--- config.mk ---
export PLATFORM = sky130hd
export DESIGN_NAME = dbd_row_track
export DESIGN_NICKNAME = d
export VERILOG_FILES = /design/src/dbd_pkg.sv /design/src/dbd_row_track.sv
export SDC_FILE = /design/constraint.sdc
export NUM_CORES = 1
export LEC_CHECK = 0
export BUFFER_PORTS_ARGS = -buffer_cell sky130_fd_sc_hd__buf_2
export CORE_MARGIN = 4
export CORE_UTILIZATION = 33
export CTS_CLUSTER_SIZE = 40
export DETAILED_ROUTE_END_ITERATION = 12
export SLEW_MARGIN = 20
export SYNTH_ARGS = -nofsm -noshare
export SYNTH_HDL_FRONTEND = slang
export SYNTH_SLANG_ARGS = --single-unit
--- constraint.sdc ---
create_clock -name aclk -period 20.7 [get_ports aclk]
set_clock_uncertainty 0.1 [all_clocks]
set_input_delay 3.105 -clock aclk [delete_from_list [all_inputs] [get_ports aclk]]
set_output_delay 3.105 -clock aclk [all_outputs]
set_load 0.02 [all_outputs]
--- src/dbd_pkg.sv ---
// Package for the detection box decoder: configuration and job types, register
// indexes and the corner arithmetic shared by the row tracker and the corner pipe.
// No dependencies.
`default_nettype none

package dbd_pkg;

    // Largest class count honored, whatever the register holds.
    localparam int unsigned MAX_CLASSES = 256;

    localparam int unsigned NUM_W   = 35;  // center +/- size/2 - pad, Q.17
    localparam int unsigned PROD_W  = 60;  // NUM_W times unsigned Q8.16
    localparam int unsigned COORD_W = 29;
    localparam int unsigned SCORE_W = 31;
    localparam int unsigned CLASS_W = 8;
    localparam int unsigned OUT_W   = 160;

    typedef enum logic [2:0] {
        REG_MIN_SCORE       = 3'd0,
        REG_CLASS_COUNT     = 3'd1,
        REG_BOX_LIMIT       = 3'd2,
        REG_PAD_LEFT        = 3'd3,
        REG_PAD_TOP         = 3'd4,
        REG_INVERSE_SCALE   = 3'd5,
        REG_IMAGE_WIDTH     = 3'd6,
        REG_IMAGE_HEIGHT    = 3'd7
    } reg_index_t;

    typedef struct packed {
        logic [16:0] min_score;
        logic [8:0]  class_count;
        logic [15:0] box_limit;
        logic [11:0] pad_left;
        logic [11:0] pad_top;
        logic [23:0] inverse_scale;
        logic [13:0] image_width;
        logic [13:0] image_height;
    } cfg_t;

    typedef logic signed [NUM_W-1:0]  num_t;
    typedef logic signed [PROD_W-1:0] prod_t;

    // Corner order everywhere: left, top, right, bottom.
    typedef struct packed {
        num_t [3:0]         num;
        logic [SCORE_W-1:0] best_score;
        logic [CLASS_W-1:0] best_class;
    } job_t;

    // Class count as used: zero reads as one, large values are cut.
    function automatic logic [8:0] effective_classes(input logic [8:0] count);
        logic [8:0] eff;
        if (count == 9'd0) begin
            eff = 9'd1;
        end else if (32'(count) > MAX_CLASSES) begin
            eff = 9'(MAX_CLASSES);
        end else begin
            eff = count;
        end
        return eff;
    endfunction

    // The corner coordinate minus the padding in Q.17, which is twice it in Q16.16.
    function automatic num_t corner_num(input logic signed [31:0] center,
                                        input logic signed [31:0] size,
                                        input logic               subtract,
                                        input logic [11:0]        pad);
        num_t c2;
        num_t s;
        num_t p;
        c2 = {{2{center[31]}}, center, 1'b0};
        s  = {{3{size[31]}}, size};
        p  = {6'd0, pad, 17'd0};
        return subtract ? (c2 - s - p) : (c2 + s - p);
    endfunction

    // Upper clamp for one axis: (dimension - 1) in Q16.16, dimension capped at 8192.
    function automatic logic [COORD_W-1:0] axis_limit(input logic [13:0] dim);
        logic [13:0] d;
        logic [12:0] dm1;
        d   = (dim > 14'd8192) ? 14'd8192 : dim;
        dm1 = 13'(d - 14'd1);
        return (d == 14'd0) ? '0 : {dm1, 16'd0};
    endfunction

    // Round the Q.33 product half up to Q16.16, clamp to lim; non-positive is zero.
    function automatic logic [COORD_W-1:0] corner_out(input prod_t              prod,
                                                      input logic [COORD_W-1:0] lim);
        logic [PROD_W-1:0] sum;
        logic [42:0]       r;
        logic [COORD_W-1:0] res;
        sum = {1'b0, prod[PROD_W-2:0]} + PROD_W'(17'h10000);
        r   = sum[59:17];
        if (prod[PROD_W-1] || prod == '0) begin
            res = '0;
        end else if (r > {14'd0, lim}) begin
            res = lim;
        end else begin
            res = r[COORD_W-1:0];
        end
        return res;
    endfunction

endpackage

`default_nettype wire

--- src/dbd_row_track.sv ---
// Row tracker for the detection box decoder: word position, box words, running
// class maximum and per-frame box count; issues one job per kept row. Uses dbd_pkg.
`default_nettype none

module dbd_row_track (
    input  wire logic          aclk,
    input  wire logic          aresetn,
    input  wire dbd_pkg::cfg_t cfg,
    input  wire logic          in_valid,
    output logic               in_ready,
    input  wire logic [31:0]   in_word,
    input  wire logic          in_frame_start,
    output logic               job_valid,
    input  wire logic          job_ready,
    output dbd_pkg::job_t      job
);
    import dbd_pkg::*;

    logic [8:0]          pos_reg, pos_next;
    logic signed [31:0]  box_reg [4];
    logic [SCORE_W-1:0]  best_reg, best_next;
    logic [CLASS_W-1:0]  class_reg, class_next;
    logic [15:0]         count_reg, count_next;
    logic                job_v_reg, job_v_next;
    job_t                job_reg, job_next;

    logic                accept;
    logic [8:0]          last_pos;
    logic [8:0]          pos_cur;
    logic [CLASS_W-1:0]  class_pos;
    logic [15:0]         count_cur;
    logic                box_word;
    logic                take;
    logic [SCORE_W-1:0]  best_new;
    logic [CLASS_W-1:0]  class_new;
    logic                row_end;
    logic                keep;

    assign in_ready  = !job_v_reg || job_ready;
    assign accept    = in_valid && in_ready;
    assign job_valid = job_v_reg;
    assign job       = job_reg;

    always_comb begin
        last_pos  = 9'd3 + effective_classes(cfg.class_count);
        pos_cur   = in_frame_start ? 9'd0 : pos_reg;
        count_cur = in_frame_start ? 16'd0 : count_reg;
        box_word  = (pos_cur[8:2] == 7'd0);
        class_pos = CLASS_W'(pos_cur - 9'd4);

        take      = !in_word[31] && (in_word[30:0] > best_reg);
        best_new  = take ? in_word[30:0] : best_reg;
        class_new = take ? class_pos : class_reg;

        row_end = !box_word && (pos_cur >= last_pos);
        keep    = row_end && (best_new >= {14'd0, cfg.min_score})
                  && (count_cur < cfg.box_limit);

        if (box_word) begin
            pos_next   = pos_cur + 9'd1;
            best_next  = (pos_cur == 9'd0) ? '0 : best_reg;
            class_next = (pos_cur == 9'd0) ? '0 : class_reg;
        end else begin
            pos_next   = row_end ? 9'd0 : pos_cur + 9'd1;
            best_next  = best_new;
            class_next = class_new;
        end
        count_next = keep ? count_cur + 16'd1 : count_cur;

        if (accept && keep) begin
            job_v_next = 1'b1;
        end else if (job_ready) begin
            job_v_next = 1'b0;
        end else begin
            job_v_next = job_v_reg;
        end

        job_next.num[0]     = corner_num(box_reg[0], box_reg[2], 1'b1, cfg.pad_left);
        job_next.num[1]     = corner_num(box_reg[1], box_reg[3], 1'b1, cfg.pad_top);
        job_next.num[2]     = corner_num(box_reg[0], box_reg[2], 1'b0, cfg.pad_left);
        job_next.num[3]     = corner_num(box_reg[1], box_reg[3], 1'b0, cfg.pad_top);
        job_next.best_score = best_new;
        job_next.best_class = class_new;
    end

    always_ff @(posedge aclk) begin
        if (!aresetn) begin
            pos_reg   <= '0;
            best_reg  <= '0;
            class_reg <= '0;
            count_reg <= '0;
            job_v_reg <= 1'b0;
        end else begin
            job_v_reg <= job_v_next;
            if (accept) begin
                pos_reg   <= pos_next;
                best_reg  <= best_next;
                class_reg <= class_next;
                count_reg <= count_next;
            end
        end
    end

    always_ff @(posedge aclk) begin
        if (accept && box_word) begin
            box_reg[pos_cur[1:0]] <= $signed(in_word);
        end
        if (accept && keep) begin
            job_reg <= job_next;
        end
    end

endmodule

`default_nettype wire

# Yosys cells after proc, flatten, opt, wreduce, memory -nomap -nowiden
# Memory sizes are Yosys's and may differ from the RTL's.
# Index checks and enable logic that the tools add are counted.
# totals
register_bits	244
ram_bits	128
inputBits	155
output_inout_bits	181
wordCells	63
memories	1
# op_classes
add_sub_neg	12
order_cmp	5
eq_ne	1
muxes	17
n_reduce_logical	16
# mem_list
memory	depth	word_bits	read_ports	rd_ports_with_merged_regs	write_ports	line_no	text
box_reg	4	32	4	0	1	dbd_row_track.sv:20	logic signed [31:0] box_reg [4];
# ops
operator	count
subtractor 34 x 30 -> 35 bit	4
two-way mux 31 bit	3
adder 33 x 32 -> 34 bit	2
subtractor 33 x 32 -> 34 bit	2
two-way mux 9 bit	5
two-way mux 16 bit	2
greater-or-equal comparator 31 x 17 -> 1 bit	1
greater-than comparator 31 bit	1
two-way mux 8 bit	3
logical NOT 9 bit	2
adder 16 x 1 -> 16 bit, second input constant	1
less-than comparator 16 bit	1
adder 2 x 9 -> 9 bit, first input constant	1
adder 9 x 1 -> 9 bit, second input constant	1
greater-or-equal comparator 9 bit	1
greater-than comparator 9 bit, second input constant	1
subtractor 8 x 3 -> 8 bit, second input constant	1
logical AND 1 bit	7
logical NOT 7 bit	1
two-way mux 1 bit	4
logical NOT 1 bit	3
!= test 2 x 1 -> 1 bit, second input constant	1
AND reduction 2 bit	1
nonzero test 2 bit	1
logical OR 1 bit	1

# Longest topological paths before layout
# Gate-level depths: netlist (run 1).
# logic_depth
depth_word	10
ltp_mapped	20
mapped_depth_nobuf	17

# Worst setup path after synthesis (run 1)
# Ideal clock, no wire load.
# synth_timing
kind	input to register
startpoint	input port in_word[22]
endpoint	register job_reg (netlist bit job[0]) (enable)
setup_time_ns	0.722
arrival_ns	13.749
required_time_ns	19.878
setup_slack_ns	6.130
path_stages	18
path_buffers	3
cell_sequence	ha_1 > nand4_1 > nor4_1 > and2_1 > a21boi_1 > o31a_1 > buf_4 > buf_2 > mux2_2 > ha_1 > o21ai_0 > a21oi_1 > o41ai_1 > o21ai_0 > a211oi_1 > mux2_4 > clkbuf_1 > nor2_1
# synth_via
elab_chain_len	7
# synth_rtl
item	line_no	text
from (decl)	dbd_row_track.sv:11	input wire logic [31:0] in_word,
greater-than comparator 31 bit	dbd_row_track.sv:51	take = !in_word[31] && (in_word[30:0] > best_reg);
logical AND 1 bit	dbd_row_track.sv:51	
two-way mux 31 bit	dbd_row_track.sv:52	best_new = take ? in_word[30:0] : best_reg;
named net best_new[2]	dbd_row_track.sv:34	logic [SCORE_W-1:0] best_new;
greater-or-equal comparator 31 x 17 -> 1 bit	dbd_row_track.sv:56	keep = row_end && (best_new >= {14'd0, cfg.min_score})
logical AND 1 bit	dbd_row_track.sv:56	
logical AND 1 bit	dbd_row_track.sv:57	&& (count_cur < cfg.box_limit);
logical AND 1 bit	dbd_row_track.sv:108	if (accept && keep) begin
to (signal assigned)	dbd_row_track.sv:109	job_reg <= job_next;
to (decl)	dbd_row_track.sv:25	job_t job_reg, job_next;
# The timed path passes the listed nets, and every way through them passes these cells.
# A chain may end at the register's enable or synchronous reset.

# Worst setup path after layout (run 1)
# layout_timing
startpoint	input port in_word[14]
endpoint	register job_reg (netlist bit job[158]) (enable)
# Same word-level chain as after synthesis.

==> results of run 1 <==
[placed cells by master, fill, tap and decap left out, types with 9 or more instances in the layout]
master / count
dfxtp_1: 65
nor4_1: 16
nor2_1: 140
o21ai_0: 72
xor2_1: 35
o21a_1: 20
a211oi_1: 17
a21oi_1: 142
nor3b_1: 11
inv_1: 428
ha_1: 291
mux2_2: 37
o21bai_1: 15
nand2b_1: 26
a21o_1: 58
xnor2_1: 80
clkbuf_16: 50
buf_2: 283
fa_1: 52
buf_4: 9
and2_1: 14
nand3_1: 51
mux2i_1: 18
a22oi_1: 40
nor2b_1: 37
nor3_1: 53
edfxtp_1: 307
or3_1: 12
and3_1: 25
a31oi_1: 19
nand2_1: 113
nand4_1: 18
o211ai_1: 10
[cell type report]
class | count | area (µm²)
Timing Repair Buffer | 293 | 1504
Antenna cell | 2 | 5.005
Fill cell | 7267 | 44690
Inverter | 429 | 1610
Clock buffer | 55 | 1290
Sequential cell | 372 | 10520
Tap cell | 959 | 1200
Clock inverter | 25 | 299.0
Multi-Input combinational cell | 1551 | 12330
[report_power, final]
part	internal, mW	switching (mW)
Combinational	0.123	0.190
Sequential	0.828	0.00178
Clock	0.519	0.328
Total	1.47	0.521
[critical path, delay by kind of cell]
family | cells | cell delay, ps
AOI/OAI and AO/OA | 7 | 1790
buffers and inverters | 3 | 1280
muxes | 2 | 860
adders and majority gates | 2 | 640
and+or+nand+nor | 4 | 1550
[logic make-up after synthesis]
| kind of cell | share of synthesized area (%) |
|---|---|
| compound gates | 13.55 |
| xor+xnor | 4.091 |
| fa+ha+maj | 19.02 |
| buf+inv | 7.212 |
| flops | 42.73 |
| mux | 2.485 |
| simple gates | 10.91 |
[worst max path at each step]
stage | end | slack, ps | depth (start not counted)
finish | job[158]$_DFFE_PP_ | 11240 | 18
global route | job[124]$_DFFE_PP_ | 10610 | 18
CTS | job[100]$_DFFE_PP_ | 10960 | 18
detailed placement | job[135]$_DFFE_PP_ | 10340 | 18
global placement | job[62]$_DFFE_PP_ | 10450 | 18
floorplan | job[0]$_DFFE_PP_ | 6130 | 18
[routing by layer]
layer / global-route usage, % / wire (µm) / vias up
met3: 2.824 / 3255 / 88
li1: - / - / 8994
met5: 0 / 0 / -
met2: 28.01 / 31530 / 374
met4: 4.184 / 1574 / 0
met1: 20.20 / 28040 / 8323
==> flow_summary.json, run 1 <==
{
  "grt_pass1_vias": 17510,
  "area_growth_syn_to_layout_pct": 16.84,
  "post_cts_resized": 0,
  "yosysWarnings": 0,
  "clkTransAtPathRegs_ps": 60,
  "dp.cells": 3604,
  "worstSetupPathType": "input port to register",
  "async_reset_ff_share_pct": 0,
  "holdWs_ps": 367.9,
  "hold_depth": 2,
  "syn-num-nets": 2891,
  "die_w_um": 281.1,
  "setup_tns_ps": 0,
  "worst_pin_slew_ps": 1048,
  "synth-seq-cells": 372,
  "gp_congestion": 0.8967,
  "synth_edf_count": 307,
  "powerDensity_mw_per_mm2": 69.20,
  "r2r_slack_ps": 13590,
  "rsz0062_at_grt": "no",
  "drt_iter0_drc": 1004,
  "overflow": 0,
  "clock_sinks": 372,
  "routed_via_density": 4.823,
  "totalWireLength_um": 64400,
  "placed_area_mm2": 0.02717,
  "cts_setup_buffers": 0,
  "initial_core_util_pct": 33.51,
  "via_count": 17780,
  "die_area_mm2": 0.07903,
  "stdcell_count": 3686,
  "insertion_delay_ps": 580,
  "hp-start": "best_reg[0]$_SDFFE_PN0P_",
  "p_leak_nw": 12.51,
  "finalHoldViolCount": 0,
  "ys_seq_area_share_pct": 42.73,
  "port_buffers": 283,
  "cts_buffers": 46,
  "drt-wirelength-per-cell_um": 17.47,
  "timing.rr.start": "best_reg[13]$_SDFFE_PN0P_",
  "cp_cell_sequence": "buf_2, ha_1, nand4_1, nor3_1, o31ai_1, a21boi_1, o31a_2, buf_4, mux2_2, ha_1, nand2b_1, a21oi_1, o41ai_1, o21ai_0, a211oi_1, mux2_4, nor2_4, buf_12",
  "syn_avg_cell_area_um2": 10.29,
  "totalPowerFinal_mw": 1.990,
  "maxCapViolCount": 0,
  "synth_area_leaders": "edfxtp_1, ha_1, inv_1",
  "drc": 0,
  "holdBufCountCts": 0,
  "gr-usage-all-layers_pct": 15.91,
  "firstDrtPassIters": 5,
  "required_ps": 20790,
  "crit_path_start": "in_word[14]",
  "slew_headroom_pct": 30.01,
  "postRouteAntennaNets": 0,
  "synth_top_area_share_pct": 37.45,
  "cts_tree": "yes",
  "yosysMostFrequentCell": "inv_1",
  "die_height_um": 281.1,
  "fin_util_pct": 39.16,
  "synth_common_cells": "inv_1, edfxtp_1, ha_1",
  "ys_types": 78,
  "cp_max_fo": 149,
  "largest_register_ff_count": 179,
  "grt_max_degree": 150,
  "finalMaxSlewViolations": 0,
  "cp_slowest_cell": "nor2_4",
  "r2r_cells": 18,
  "hp-class": "register to register",
  "synthCells": 2393,
  "crit_path_end_kind": "register",
  "hold_end": "best_reg[0]$_SDFFE_PN0P_",
  "post-route-period-util_pct": 45.70,
  "grt_pass1_wl_um": 98150,
  "min_period_ps": 9459,
  "drive_gt1_share_pct": 15.71,
  "antenna_found_initial": 9,
  "place_ws_ps": 10340,
  "synth_top_flop_cell": "edfxtp_1",
  "synth_area_leader_cell": "edfxtp_1",
  "status": "finished clean",
  "pin_count": 336,
  "setup_viol": 0,
  "reg2reg_to": "job[158]$_DFFE_PP_",
  "postLayoutCellArea_mm2": 0.02876,
  "synth_area_mm2": 0.02462,
  "power.ir.vdd_worst_mv": 0.06241,
  "cts_root_buffer": "clkbuf_16",
  "cpMostUsedCell": "ha_1",
  "htreeDepth": 2,
  "core_area_mm2": 0.07345,
  "fmax_mhz": 105.7,
  "cp.arrival_ps": 9550,
  "startpoint_type": "input port",
  "max_stage_delay_ps": 800,
  "nets": 3191,
  "timing.final.ws_setup_ps": 11240,
  "rows": 99,
  "dp_hpwl_um": 49940,
  "clockBufferDepth": 3
}
Power figures use the tool's default switching activity.
==> run 2, diff against run 1 <==
--- a/config.mk
+++ b/config.mk
@@ -5,6 +5,7 @@
 export SDC_FILE = /design/constraint.sdc
 export NUM_CORES = 1
 export LEC_CHECK = 0
+export ABC_AREA = 1
 export BUFFER_PORTS_ARGS = -buffer_cell sky130_fd_sc_hd__buf_2
 export CORE_MARGIN = 4
 export CORE_UTILIZATION = 33
==> constraint.sdc (replaced) <==
create_clock -name aclk -period 8.2 [get_ports aclk]
set_clock_uncertainty 0.1 [all_clocks]
set_input_delay 1.23 -clock aclk [delete_from_list [all_inputs] [get_ports aclk]]
set_output_delay 1.23 -clock aclk [all_outputs]
set_load 0.02 [all_outputs]
==> run 2 against run 1 <==
Net effect: die area down 0.39%; clock-buffer cell count fell by 3; synthesized cell count grew 12%; via count increased by 5.4%; routed wire length rose by 9.0%; sequential cell count is the same; sequential power grew to 2.6 times the previous value; largest power group is now registers; critical path type unchanged; area after synthesis down 0.40%; setup slack lost 9300 ps; utilization rose by 0.063 points.
==> flow_summary.json, run 2 <==
{
  "startpoint_type": "input port",
  "die_w_um": 280.6,
  "finalHoldViolCount": 0,
  "fin_util_pct": 39.22,
  "setup_viol": 0,
  "power_frac_seq_pct": 40.9,
  "cts_tree": "yes",
  "clock_sinks": 372,
  "ys_seq_area_share_pct": 42.91,
  "power_frac_comb_pct": 18.8,
  "syn-num-nets": 3181,
  "fmax_mhz": 158.7,
  "drt_iter0_drc": 1275,
  "dp_hpwl_um": 55550,
  "setup_tns_ps": 0,
  "status": "finished clean",
  "drt-wirelength-per-cell_um": 17.59,
  "power.ir.vdd_worst_mv": 0.1551,
  "synth_common_cells": "inv_1, nand2_1, edfxtp_1",
  "nFillCells": 7429,
  "htreeDepth": 2,
  "slew_headroom_pct": 42.04,
  "worstSetupPathType": "input port to register",
  "drc": 0,
  "cts_buffers": 45,
  "synth_area_leaders": "edfxtp_1, ha_1, inv_1",
  "synthCells": 2683,
  "clockBufferDepth": 3,
  "die_height_um": 280.6,
  "final_common_cell": "inv_1",
  "drive_gt1_share_pct": 13.73,
  "synth_area_mm2": 0.02452,
  "holdBufCountCts": 0,
  "clkTransAtPathRegs_ps": 60,
  "rows": 99,
  "multi_input_area_mm2": 0.01178,
  "required_ps": 8350,
  "die_area_mm2": 0.07872,
  "core_area_mm2": 0.07333,
  "post_cts_resized": 0,
  "yosysMostFrequentCell": "inv_1",
  "seq_area_mm2": 0.01052,
  "insertion_delay_ps": 590,
  "pin_count": 336,
  "finalMaxSlewViolations": 0,
  "gp_congestion": 0.9120,
  "cts_root_buffer": "clkbuf_16",
  "syn_avg_cell_area_um2": 9.138,
  "nets": 3493,
  "area_growth_syn_to_layout_pct": 17.30,
  "switchingPower_mw": 1.502,
  "cp.arrival_ps": 6450,
  "largest_register_ff_count": 179,
  "post-route-period-util_pct": 76.83,
  "firstDrtPassIters": 5,
  "via_count": 18750,
  "cts_setup_buffers": 0,
  "antenna_found_initial": 10,
  "initial_core_util_pct": 33.44,
  "internal-power_mw": 3.784,
  "powerDensity_mw_per_mm2": 183.8,
  "maxCapViolCount": 0,
  "async_reset_ff_share_pct": 0,
  "grt_max_degree": 68,
  "worst_pin_slew_ps": 868.5,
  "layout_common_cells": "inv_1, nand2_1, edfxtp_1",
  "ys_types": 49,
  "grt_pass1_vias": 18550,
  "postRouteAntennaNets": 0,
  "routed_via_density": 4.698,
  "grt_pass1_wl_um": 105500,
  "synth_top_flop_cell": "edfxtp_1",
  "rsz0062_at_grt": "no",
  "clockPowerShare_pct": 40.3,
  "synth-seq-cells": 372,
  "yosysWarnings": 0,
  "p_sw_share_pct": 28.42,
  "synth_area_leader_cell": "edfxtp_1",
  "p_leak_nw": 13.07,
  "min_period_ps": 6300,
  "cp_max_fo": 67,
  "gr-usage-all-layers_pct": 17.54,
  "synth_top_area_share_pct": 37.60,
  "totalWireLength_um": 70180,
  "crit_path_end_kind": "register",
  "synth_edf_count": 307,
  "port_buffers": 283,
  "overflow": 0,
  "hp-class": "register to register"
}
[run 2: cell types whose count changed after synthesis, sizes merged, moves of 29 or more]
cell   delta
inv     +123
mux2     -37
nor3     -29
a22oi    -40
o21ai    +29
xor2     +51
nor2b    -37
nand2   +356
a21o     -49
nor2     +32
xnor2    -30
a21oi   +105
[run 2: critical path, cell delays in order]
cell and delay (ps):
buf_2 240, ha_1 300, nand2_1 140, nor2_1 100, nand3_1 90, nor2_1 60
nor2_2 510, nand2_4 540, nor2_1 230, a21oi_1 110, ha_1 370, nand2_1 50
o21ai_0 350, a21oi_1 120, a21oi_1 330, nor3_1 130, nand3_2 240, nand2_2 140
nor2_4 510, buf_12 290, buf_12 260
[run 2: logic make-up (layout without fill, tap and decap cells)]
| logic type | count (synthesis) | after routing | share of synthesized area, % |
|---|---|---|---|
| AOI/OAI and AO/OA | 441 | 441 | 10.01 |
| xor gates and xnor gates | 136 | 136 | 4.858 |
| adders and majority gates | 343 | 343 | 19.10 |
| buffers and inverters | 586 | 933 | 9.129 |
| DFF | 372 | 372 | 42.91 |
| muxes | 1 | 1 | 0.04592 |
| other | 0 | 1 | 0 |
| and+or+nand+nor | 804 | 804 | 13.96 |
[run 2: power groups by stage]
stage / clock (mW) / sequential, mW / combinational [mW]
after global placement: 0 / 2.20 / 0.989
final: 2.13 / 2.16 / 0.994
after CTS: 2.19 / 2.16 / 0.998
after detailed placement: 0 / 2.20 / 0.992
after global routing: 2.27 / 2.16 / 1.12
after floorplan: 0 / 2.22 / 0.638
[run 2: path summary, 6_finish.rpt]
check | from | end | slack [ps] | cells after the start
worst max register to register | best_reg[6]$_SDFFE_PN0P_ | job[71]$_DFFE_PP_ | 2410 | 23
worst max-delay path | in_word[14] | job[71]$_DFFE_PP_ | 1900 | 21
worst min-delay path | best_reg[11]$_SDFFE_PN0P_ | best_reg[11]$_SDFFE_PN0P_ | 360 | 2
worst min register to register | best_reg[11]$_SDFFE_PN0P_ | best_reg[11]$_SDFFE_PN0P_ | 360 | 2
[run 2: metal layers]
metal / vias up / routed length (µm) / global-route usage (%)
met1: 8742 / 30140 / 22.40
li1: 9448 / - / -
met4: 6 / 1360 / 3.690
met5: - / 39 / 0
met3: 86 / 4460 / 3.370
met2: 465 / 34180 / 30.97
[run 2: area by class of cell]
cell class                 count  area share [%]
sequential                   372           36.58
multi-input combinational   1725           40.97
clock buffer                  52           4.190
inverter                     552           7.204
tap                          959           4.172
antenna                        1        0.008701
clock inverter                30           1.292
timing repair buffer         299           5.586
[run 2: through the flow]
step | instances | instance area, µm² | setup WS, ps | hold slack, ps | power (mW)
finish | 3990 | 28760 | 1900 | 363.3 | 5.286
global route | 3989 | 28760 | 1405 | 380.3 | 5.546
CTS | 3988 | 28730 | 1873 | 364.7 | 5.354
detailed placement | 3906 | 27150 | 1264 | 355.1 | 3.193
global placement | 3906 | 27150 | 1339 | 350.4 | 3.189
floorplan | 2683 | 24520 | 2680 | 341.0 | 2.862
